`config.mk`:
```
export PLATFORM = sky130hd
export DESIGN_NAME = bounded_deque_with_search_unit
export DESIGN_NICKNAME = d
export VERILOG_FILES = /design/src/design/bdq_pkg.sv /design/src/design/bdq_ram.sv /design/src/design/bounded_deque_with_search_unit.sv
export SDC_FILE = /design/constraint.sdc
export NUM_CORES = 2
export LEC_CHECK = 0
export BUFFER_PORTS_ARGS = -buffer_cell sky130_fd_sc_hd__buf_2
export CORE_ASPECT_RATIO = 1.1
export CORE_UTILIZATION = 45
export DETAILED_ROUTE_END_ITERATION = 10
export MAX_ROUTING_LAYER = met4
export PLACE_DENSITY = 0.63
export SLEW_MARGIN = 20
export SYNTH_ARGS = -nofsm -noshare
export SYNTH_HDL_FRONTEND = slang
export SYNTH_SLANG_ARGS = --single-unit
```
`constraint.sdc`:
```
create_clock -name clk -period 4.85 [get_ports clk]
set_clock_uncertainty 0.15 [all_clocks]
set_input_delay 0.97 -clock clk [delete_from_list [all_inputs] [get_ports clk]]
set_output_delay 0.97 -clock clk [all_outputs]
set_load 0.02 [all_outputs]
```
`src/design/bdq_pkg.sv`:
```
// Shared constants, types and index arithmetic for the bounded deque with search.
package bdq_pkg;

  localparam int unsigned DEPTH   = 64;
  localparam int unsigned IDX_W   = (DEPTH > 1) ? $clog2(DEPTH) : 1;
  localparam int unsigned CNT_W   = $clog2(DEPTH + 1);
  localparam int unsigned DATA_W  = 32;
  localparam int unsigned OP_W    = 3;
  localparam int unsigned STAT_W  = 3;
  localparam int unsigned COUNT_W = 7;

  localparam logic [OP_W-1:0] OP_PUSH_BACK  = 3'd0;
  localparam logic [OP_W-1:0] OP_PUSH_FRONT = 3'd1;
  localparam logic [OP_W-1:0] OP_POP_BACK   = 3'd2;
  localparam logic [OP_W-1:0] OP_POP_FRONT  = 3'd3;
  localparam logic [OP_W-1:0] OP_SEARCH     = 3'd4;
  localparam logic [OP_W-1:0] OP_LENGTH     = 3'd5;

  localparam logic [STAT_W-1:0] ST_OK        = 3'd0;
  localparam logic [STAT_W-1:0] ST_EMPTY     = 3'd1;
  localparam logic [STAT_W-1:0] ST_FULL      = 3'd2;
  localparam logic [STAT_W-1:0] ST_FOUND     = 3'd3;
  localparam logic [STAT_W-1:0] ST_NOT_FOUND = 3'd4;

  typedef logic [IDX_W-1:0] idx_t;
  typedef logic [CNT_W-1:0] cnt_t;

  // Ring index arithmetic: base is below DEPTH and offset at most DEPTH,
  // so a single conditional subtract brings the sum back into range.
  function automatic idx_t wrap_add(idx_t base, cnt_t offset);
    logic [CNT_W:0] sum;
    sum = (CNT_W + 1)'(base) + (CNT_W + 1)'(offset);
    if (sum >= (CNT_W + 1)'(DEPTH)) begin
      sum = sum - (CNT_W + 1)'(DEPTH);
    end
    return IDX_W'(sum);
  endfunction

endpackage

```
`src/design/bdq_ram.sv`:
```
// Generic simple dual-port RAM with one write port and one registered read port.
module bdq_ram #(
  parameter int unsigned WIDTH = 32,
  parameter int unsigned DEPTH = 64
) (
  input  logic                             clk,
  input  logic                             we,
  input  logic [$clog2(DEPTH > 1 ? DEPTH : 2)-1:0] waddr,
  input  logic [WIDTH-1:0]                 wdata,
  input  logic                             re,
  input  logic [$clog2(DEPTH > 1 ? DEPTH : 2)-1:0] raddr,
  output logic [WIDTH-1:0]                 rdata
);

  logic [WIDTH-1:0] mem [DEPTH];

  always_ff @(posedge clk) begin
    if (we) begin
      mem[waddr] <= wdata;
    end
    if (re) begin
      rdata <= mem[raddr];
    end
  end

endmodule

```
`src/design/bounded_deque_with_search_unit.sv`:
```
// Bounded deque of signed 32-bit values in a ring-buffer RAM with a linear search.
//
// Each input transaction carries one operation; exactly one result transaction follows.
// Pushes, length queries, the unused codes, and operations refused as full or empty
// finish in the accepting cycle and their result is registered at that edge. A pop
// reads the entry RAM once; its result is registered in the following cycle. A search
// streams one RAM read per cycle from the front of the queue and compares each
// returned entry with the key; a hit produces the result at the first matching
// entry from the front, and a miss once the back entry has been compared.
// The single RAM read port sets the search rate. A new transaction is accepted
// only while no other is in progress and the result register is empty or being
// drained in the same cycle. The RAM needs no clearing after reset: only
// occupied entries are ever read.
module bounded_deque_with_search_unit (
  input  logic                                clk,
  input  logic                                rst_n,
  input  logic                                in_valid,
  output logic                                in_ready,
  input  logic [bdq_pkg::OP_W-1:0]            in_op,
  input  logic signed [bdq_pkg::DATA_W-1:0]   in_value,
  output logic                                out_valid,
  input  logic                                out_ready,
  output logic [bdq_pkg::STAT_W-1:0]          out_status,
  output logic signed [bdq_pkg::DATA_W-1:0]   out_data,
  output logic [bdq_pkg::COUNT_W-1:0]         out_count
);

  typedef enum logic [2:0] {
    S_IDLE = 3'b001,
    S_POP  = 3'b010,
    S_SRCH = 3'b100
  } state_t;

  state_t                             state_r, state_nxt;
  bdq_pkg::idx_t                      head_r, head_nxt;
  bdq_pkg::cnt_t                      count_r, count_nxt;
  bdq_pkg::cnt_t                      sidx_r, sidx_nxt;
  logic                               cmp_valid_r, cmp_valid_nxt;
  logic                               last_r, last_nxt;
  logic [bdq_pkg::DATA_W-1:0]         key_r, key_nxt;

  logic                               out_valid_r, out_valid_nxt;
  logic [bdq_pkg::STAT_W-1:0]         out_status_r, out_status_nxt;
  logic [bdq_pkg::DATA_W-1:0]         out_data_r, out_data_nxt;
  logic [bdq_pkg::COUNT_W-1:0]        out_count_r, out_count_nxt;

  logic                               accept;
  logic                               is_full;
  logic                               is_empty;
  logic                               ram_we;
  logic                               ram_re;
  bdq_pkg::idx_t                      ram_waddr;
  bdq_pkg::idx_t                      ram_raddr;
  logic [bdq_pkg::DATA_W-1:0]         ram_rdata;
  bdq_pkg::idx_t                      front_idx;

  assign in_ready   = (state_r == S_IDLE) && (!out_valid_r || out_ready);
  assign accept     = in_valid && in_ready;
  assign is_full    = (count_r == bdq_pkg::cnt_t'(bdq_pkg::DEPTH));
  assign is_empty   = (count_r == '0);
  assign front_idx  = bdq_pkg::wrap_add(head_r, bdq_pkg::cnt_t'(bdq_pkg::DEPTH - 1));

  assign out_valid  = out_valid_r;
  assign out_status = out_status_r;
  assign out_data   = out_data_r;
  assign out_count  = out_count_r;

  bdq_ram #(
    .WIDTH (bdq_pkg::DATA_W),
    .DEPTH (bdq_pkg::DEPTH)
  ) u_entries (
    .clk   (clk),
    .we    (ram_we),
    .waddr (ram_waddr),
    .wdata (in_value),
    .re    (ram_re),
    .raddr (ram_raddr),
    .rdata (ram_rdata)
  );

  always_comb begin
    state_nxt      = state_r;
    head_nxt       = head_r;
    count_nxt      = count_r;
    sidx_nxt       = sidx_r;
    cmp_valid_nxt  = 1'b0;
    last_nxt       = last_r;
    key_nxt        = key_r;
    out_valid_nxt  = out_valid_r && !out_ready;
    out_status_nxt = out_status_r;
    out_data_nxt   = out_data_r;
    out_count_nxt  = out_count_r;
    ram_we         = 1'b0;
    ram_re         = 1'b0;
    ram_waddr      = head_r;
    ram_raddr      = head_r;

    case (state_r)
      S_IDLE: begin
        if (accept) begin
          out_status_nxt = bdq_pkg::ST_OK;
          out_data_nxt   = '0;
          out_count_nxt  = bdq_pkg::COUNT_W'(count_r);
          out_valid_nxt  = 1'b1;
          case (in_op)
            bdq_pkg::OP_PUSH_BACK: begin
              if (is_full) begin
                out_status_nxt = bdq_pkg::ST_FULL;
              end else begin
                ram_we        = 1'b1;
                ram_waddr     = bdq_pkg::wrap_add(head_r, count_r);
                count_nxt     = count_r + 1'b1;
                out_count_nxt = bdq_pkg::COUNT_W'(count_nxt);
              end
            end
            bdq_pkg::OP_PUSH_FRONT: begin
              if (is_full) begin
                out_status_nxt = bdq_pkg::ST_FULL;
              end else begin
                ram_we        = 1'b1;
                ram_waddr     = front_idx;
                head_nxt      = front_idx;
                count_nxt     = count_r + 1'b1;
                out_count_nxt = bdq_pkg::COUNT_W'(count_nxt);
              end
            end
            bdq_pkg::OP_POP_BACK: begin
              if (is_empty) begin
                out_status_nxt = bdq_pkg::ST_EMPTY;
              end else begin
                ram_re        = 1'b1;
                ram_raddr     = bdq_pkg::wrap_add(head_r, count_r - 1'b1);
                count_nxt     = count_r - 1'b1;
                out_valid_nxt = 1'b0;
                state_nxt     = S_POP;
              end
            end
            bdq_pkg::OP_POP_FRONT: begin
              if (is_empty) begin
                out_status_nxt = bdq_pkg::ST_EMPTY;
              end else begin
                ram_re        = 1'b1;
                ram_raddr     = head_r;
                head_nxt      = bdq_pkg::wrap_add(head_r, bdq_pkg::cnt_t'(1));
                count_nxt     = count_r - 1'b1;
                out_valid_nxt = 1'b0;
                state_nxt     = S_POP;
              end
            end
            bdq_pkg::OP_SEARCH: begin
              if (is_empty) begin
                out_status_nxt = bdq_pkg::ST_EMPTY;
              end else begin
                key_nxt       = in_value;
                sidx_nxt      = '0;
                last_nxt      = 1'b0;
                out_valid_nxt = 1'b0;
                state_nxt     = S_SRCH;
              end
            end
            default: begin
              // Length and the unused codes leave the state alone.
            end
          endcase
        end
      end

      S_POP: begin
        // The entry read at acceptance is on the RAM output now.
        out_valid_nxt  = 1'b1;
        out_status_nxt = bdq_pkg::ST_OK;
        out_data_nxt   = ram_rdata;
        out_count_nxt  = bdq_pkg::COUNT_W'(count_r);
        state_nxt      = S_IDLE;
      end

      S_SRCH: begin
        // Reads are issued one per cycle; each compare sees the read of the
        // previous cycle, tagged as the last one when it held the back entry.
        if (sidx_r != count_r) begin
          ram_re        = 1'b1;
          ram_raddr     = bdq_pkg::wrap_add(head_r, sidx_r);
          sidx_nxt      = sidx_r + 1'b1;
          last_nxt      = (sidx_r == count_r - 1'b1);
          cmp_valid_nxt = 1'b1;
        end
        if (cmp_valid_r) begin
          if (ram_rdata == key_r) begin
            out_valid_nxt  = 1'b1;
            out_status_nxt = bdq_pkg::ST_FOUND;
            out_data_nxt   = '0;
            out_count_nxt  = bdq_pkg::COUNT_W'(count_r);
            cmp_valid_nxt  = 1'b0;
            state_nxt      = S_IDLE;
          end else if (last_r) begin
            out_valid_nxt  = 1'b1;
            out_status_nxt = bdq_pkg::ST_NOT_FOUND;
            out_data_nxt   = '0;
            out_count_nxt  = bdq_pkg::COUNT_W'(count_r);
            cmp_valid_nxt  = 1'b0;
            state_nxt      = S_IDLE;
          end
        end
      end

      default: begin
        state_nxt = S_IDLE;
      end
    endcase
  end

  always_ff @(posedge clk) begin
    if (!rst_n) begin
      state_r     <= S_IDLE;
      head_r      <= '0;
      count_r     <= '0;
      cmp_valid_r <= 1'b0;
      out_valid_r <= 1'b0;
    end else begin
      state_r     <= state_nxt;
      head_r      <= head_nxt;
      count_r     <= count_nxt;
      cmp_valid_r <= cmp_valid_nxt;
      out_valid_r <= out_valid_nxt;
    end
  end

  always_ff @(posedge clk) begin
    sidx_r       <= sidx_nxt;
    last_r       <= last_nxt;
    key_r        <= key_nxt;
    out_status_r <= out_status_nxt;
    out_data_r   <= out_data_nxt;
    out_count_r  <= out_count_nxt;
  end

endmodule

```
==> impl_metrics.ini <==
[hold_path]
min_to = state_r[0]
holdPathStages = 2
worstHoldPathType = in2reg
hold_start = rst_n

[worst_setup_path]
cpLargestDelayFamily = buffers and inverters
timing.critical_path.slowest_cell_delay_ns = 0.42
crit_chain = inv_1 > ha_1 > xor2_1 > ha_1 > a21oi_1 > nand2_1 > xor2_1 > a32o_1 > o211ai_4 > buf_12 > buf_12 > buf_4 > o22ai_1 > nor4_2 > buf_4 > o22ai_1 > buf_4 > or3_1
cpMostUsedCell = buf_4
cp-end-kind = flip-flop
path_buf_inv = 6
reg2regPathDepth = 18
rrSetupSlack_ns = 0.12
setup.worst_path.start_class = flip-flop
slowest_stage = dfxtp_1
crit_required_ns = 5.32
crit_fanout = 24
path_class = reg2reg
crit_arrival_ns = 5.19
reg2reg_to = u_entries.rdata[3]
r2r_start = count_r[0]

[yosys]
synth_top_family_by_area = simple AND/OR/NAND/NOR gates
synthSimpleGateAreaFrac_pct = 9.85
synth-edff-count = 2162
synthesis.nets = 5600
syn_area_sq_mm = 0.0853
yosysWarnings = 0
async_flop_share_pct = 0
synth.distinct_cells = 68
synth_xor_area_share_pct = 0.781
syn_inst = 5538
yosys.area_share.adder_pct = 0.364
ys_ff_latch = 2180
synth-seq-area-share_pct = 76.5
synth_compound_area_share_pct = 3.85
synth_area_per_cell_sq_um = 15.4
synthMuxAreaShare_pct = 6.82
ys.flop_type = edfxtp_1

[routing]
dr.first_iter.drc_count = 6449
firstDrtPassIters = 6
avgViaCountPerCell = 5.89
drc = 0
drt.antenna.violating_nets = 0
routed-via-count = 51600
wirelength_microns = 245000
wl_per_cell_microns = 28.0

[timing]
setup_viol = 0
finalCriticalPeriod_ns = 4.73
worstMarginPinSlew_ns = 1.14
holdWs_ns = 0.210
fmax_ghz = 0.212
worst_slack_ns = 0.123
setup_tns_ns = 0
slew_viol_final = 0
max_slew_margin_pct = 24.1
finalHoldViolations = 0
finalCritPeriodShare_pct = 97.5

[floorplanning]
die_x_microns = 417
io_pins = 83
dieHeight_microns = 459
die_area_sq_mm = 0.191
start_util_pct = 45.3
rows = 167
design.core.area_sq_mm = 0.188

[global_route]
grt_start_max_net_pins = 123
grt_overflow = 0
track_usage_pct = 26.1
grt_pass1_vias = 49400
antenna_found_initial = 24
grt_pass1_wl_microns = 349000

[layout]
final_util_pct = 53.3
area_growth_syn_to_layout_pct = 17.7
mostFrequentLayoutCells = 2,162 x edfxtp_1, 945 x nand2_1, 579 x mux2i_1, 457 x nand3_1, 390 x buf_4
final_common_cell = edfxtp_1
final_cells = 8757
final_area_sq_mm = 0.100
drive_gt1_share_pct = 16.1
nets = 6097

[power]
swShare_pct = 23.0
leakage_nw = 32.3
switchingPower_mw = 9.15
vdd_drop_max_mv = 0.412
intPower_mw = 30.6
clockPowerShare_pct = 39.4
power.total_mw = 39.8
comb_power_share_pct = 8.1
cellPowerDensity_mw_per_mm2 = 396
p_seq_share_pct = 52.5

[placed_design]
dp_hpwl_microns = 149000
portBuffers = 82
dp.cells = 8360
dpl_worst_slack_ns = -0.515
placed_cell_area_sq_mm = 0.0937
gp_congestion = 0.914

[cts]
cts.sinks = 2180
postCtsHoldBufs = 0
clkLatencyLatePin_ns = 0.86
clk_path_buf_depth = 3
cts_max_level = 4
cts_inserted_buffers = 207
clk_pin_slew_ns = 0.06
root_buffer = clkbuf_16
cts_tree = built

[status]
status = complete, no violations

[flow_run]
drv.max_cap_violation_count = 0
## final cells by class
class	count	area (sq um)
fillers	14900	87900
diodes	17	42.5
clock buffers	262	5410
clock inverters	117	1100
well taps	2535	3170
repair buffers	607	6110
flip-flops and latches	2180	65300
multi-input cells	3024	19200
inverters	15	56.3
## synth_stat cells, types with 41 or more instances
cell / number / area share [%]
edfxtp_1: 2162 / 76
nand3_1: 457 / 2.7
clkbuf_1: 131 / 0.58
nor4_1: 76 / 0.56
nor2_1: 115 / 0.51
nand2_1: 945 / 4.2
buf_2: 157 / 0.92
mux2i_1: 579 / 6.8
xor2_1: 54 / 0.55
nor3_1: 41 / 0.24
o22ai_1: 326 / 2.4
nand4_1: 102 / 0.75
## state kept, by name, indices dropped and copies added (netlist names)
signal	flops
key_r	32
count_r	7
out_count	7
last_r	1
out_valid	1
state_r	3
out_status	3
u_entries.rdata	32
out_data	32
sidx_r	7
cmp_valid_r	1
u_entries.mem	2048
head_r	6
## kinds of logic after synthesis
| kind of cell | after synthesis |
|---|---|
| flip-flops | 2180 |
| buffers and inverters | 334 |
| multiplexers | 581 |
| AO/OA/AOI/OAI | 493 |
| AND/OR/NAND/NOR | 1851 |
| XOR/XNOR | 76 |
| adder cells (fa/ha/maj) | 23 |
## metal layers
metal / share of wire (%) / vias to the layer above / global-route usage, %
li1: - / 22300 / -
met1: 40 / 26300 / 35.2
met5: 0 / - / -
met3: 8.9 / 418 / 3.81
met2: 47 / 2554 / 39.9
met4: 4.5 / 0 / 10.9
## worst max-delay path by stage
stage,endpoint,slack (ns),depth (start not counted),start
finish,u_entries.rdata[3],0.12,18,count_r[0]
global route,u_entries.rdata[17],-0.001,17,count_r[0]
CTS,u_entries.rdata[3],0.02,18,count_r[0]
detailed placement,u_entries.rdata[21],-0.52,15,in_op[2]
global placement,u_entries.rdata[21],-0.51,15,in_op[2]
floorplan,u_entries.mem[35][0],0.18,10,out_ready
## what timing repair did
item / 4_1_cts / 5_1_grt
hold endpoints to repair: 0 / 0
setup buffers: 0 / 2
pin swaps: 0 / 1
endpoints found under the setup margin: 4 / 17
resized for setup: 6 / 14
## power groups by stage
| stage | clock [mW] | combinational, mW | sequential [mW] |
|---|---|---|---|
| 3_3_place_gp | 0 | 3.13 | 21.3 |
| 5_1_grt | 16.5 | 3.37 | 20.9 |
| 3_5_place_dp | 0 | 3.15 | 21.3 |
| 2_1_floorplan | 0 | 1.41 | 21.3 |
| 4_1_cts | 15.8 | 3.17 | 20.9 |
| 6_report | 15.7 | 3.21 | 20.9 |
Power figures use the tool's default switching activity.
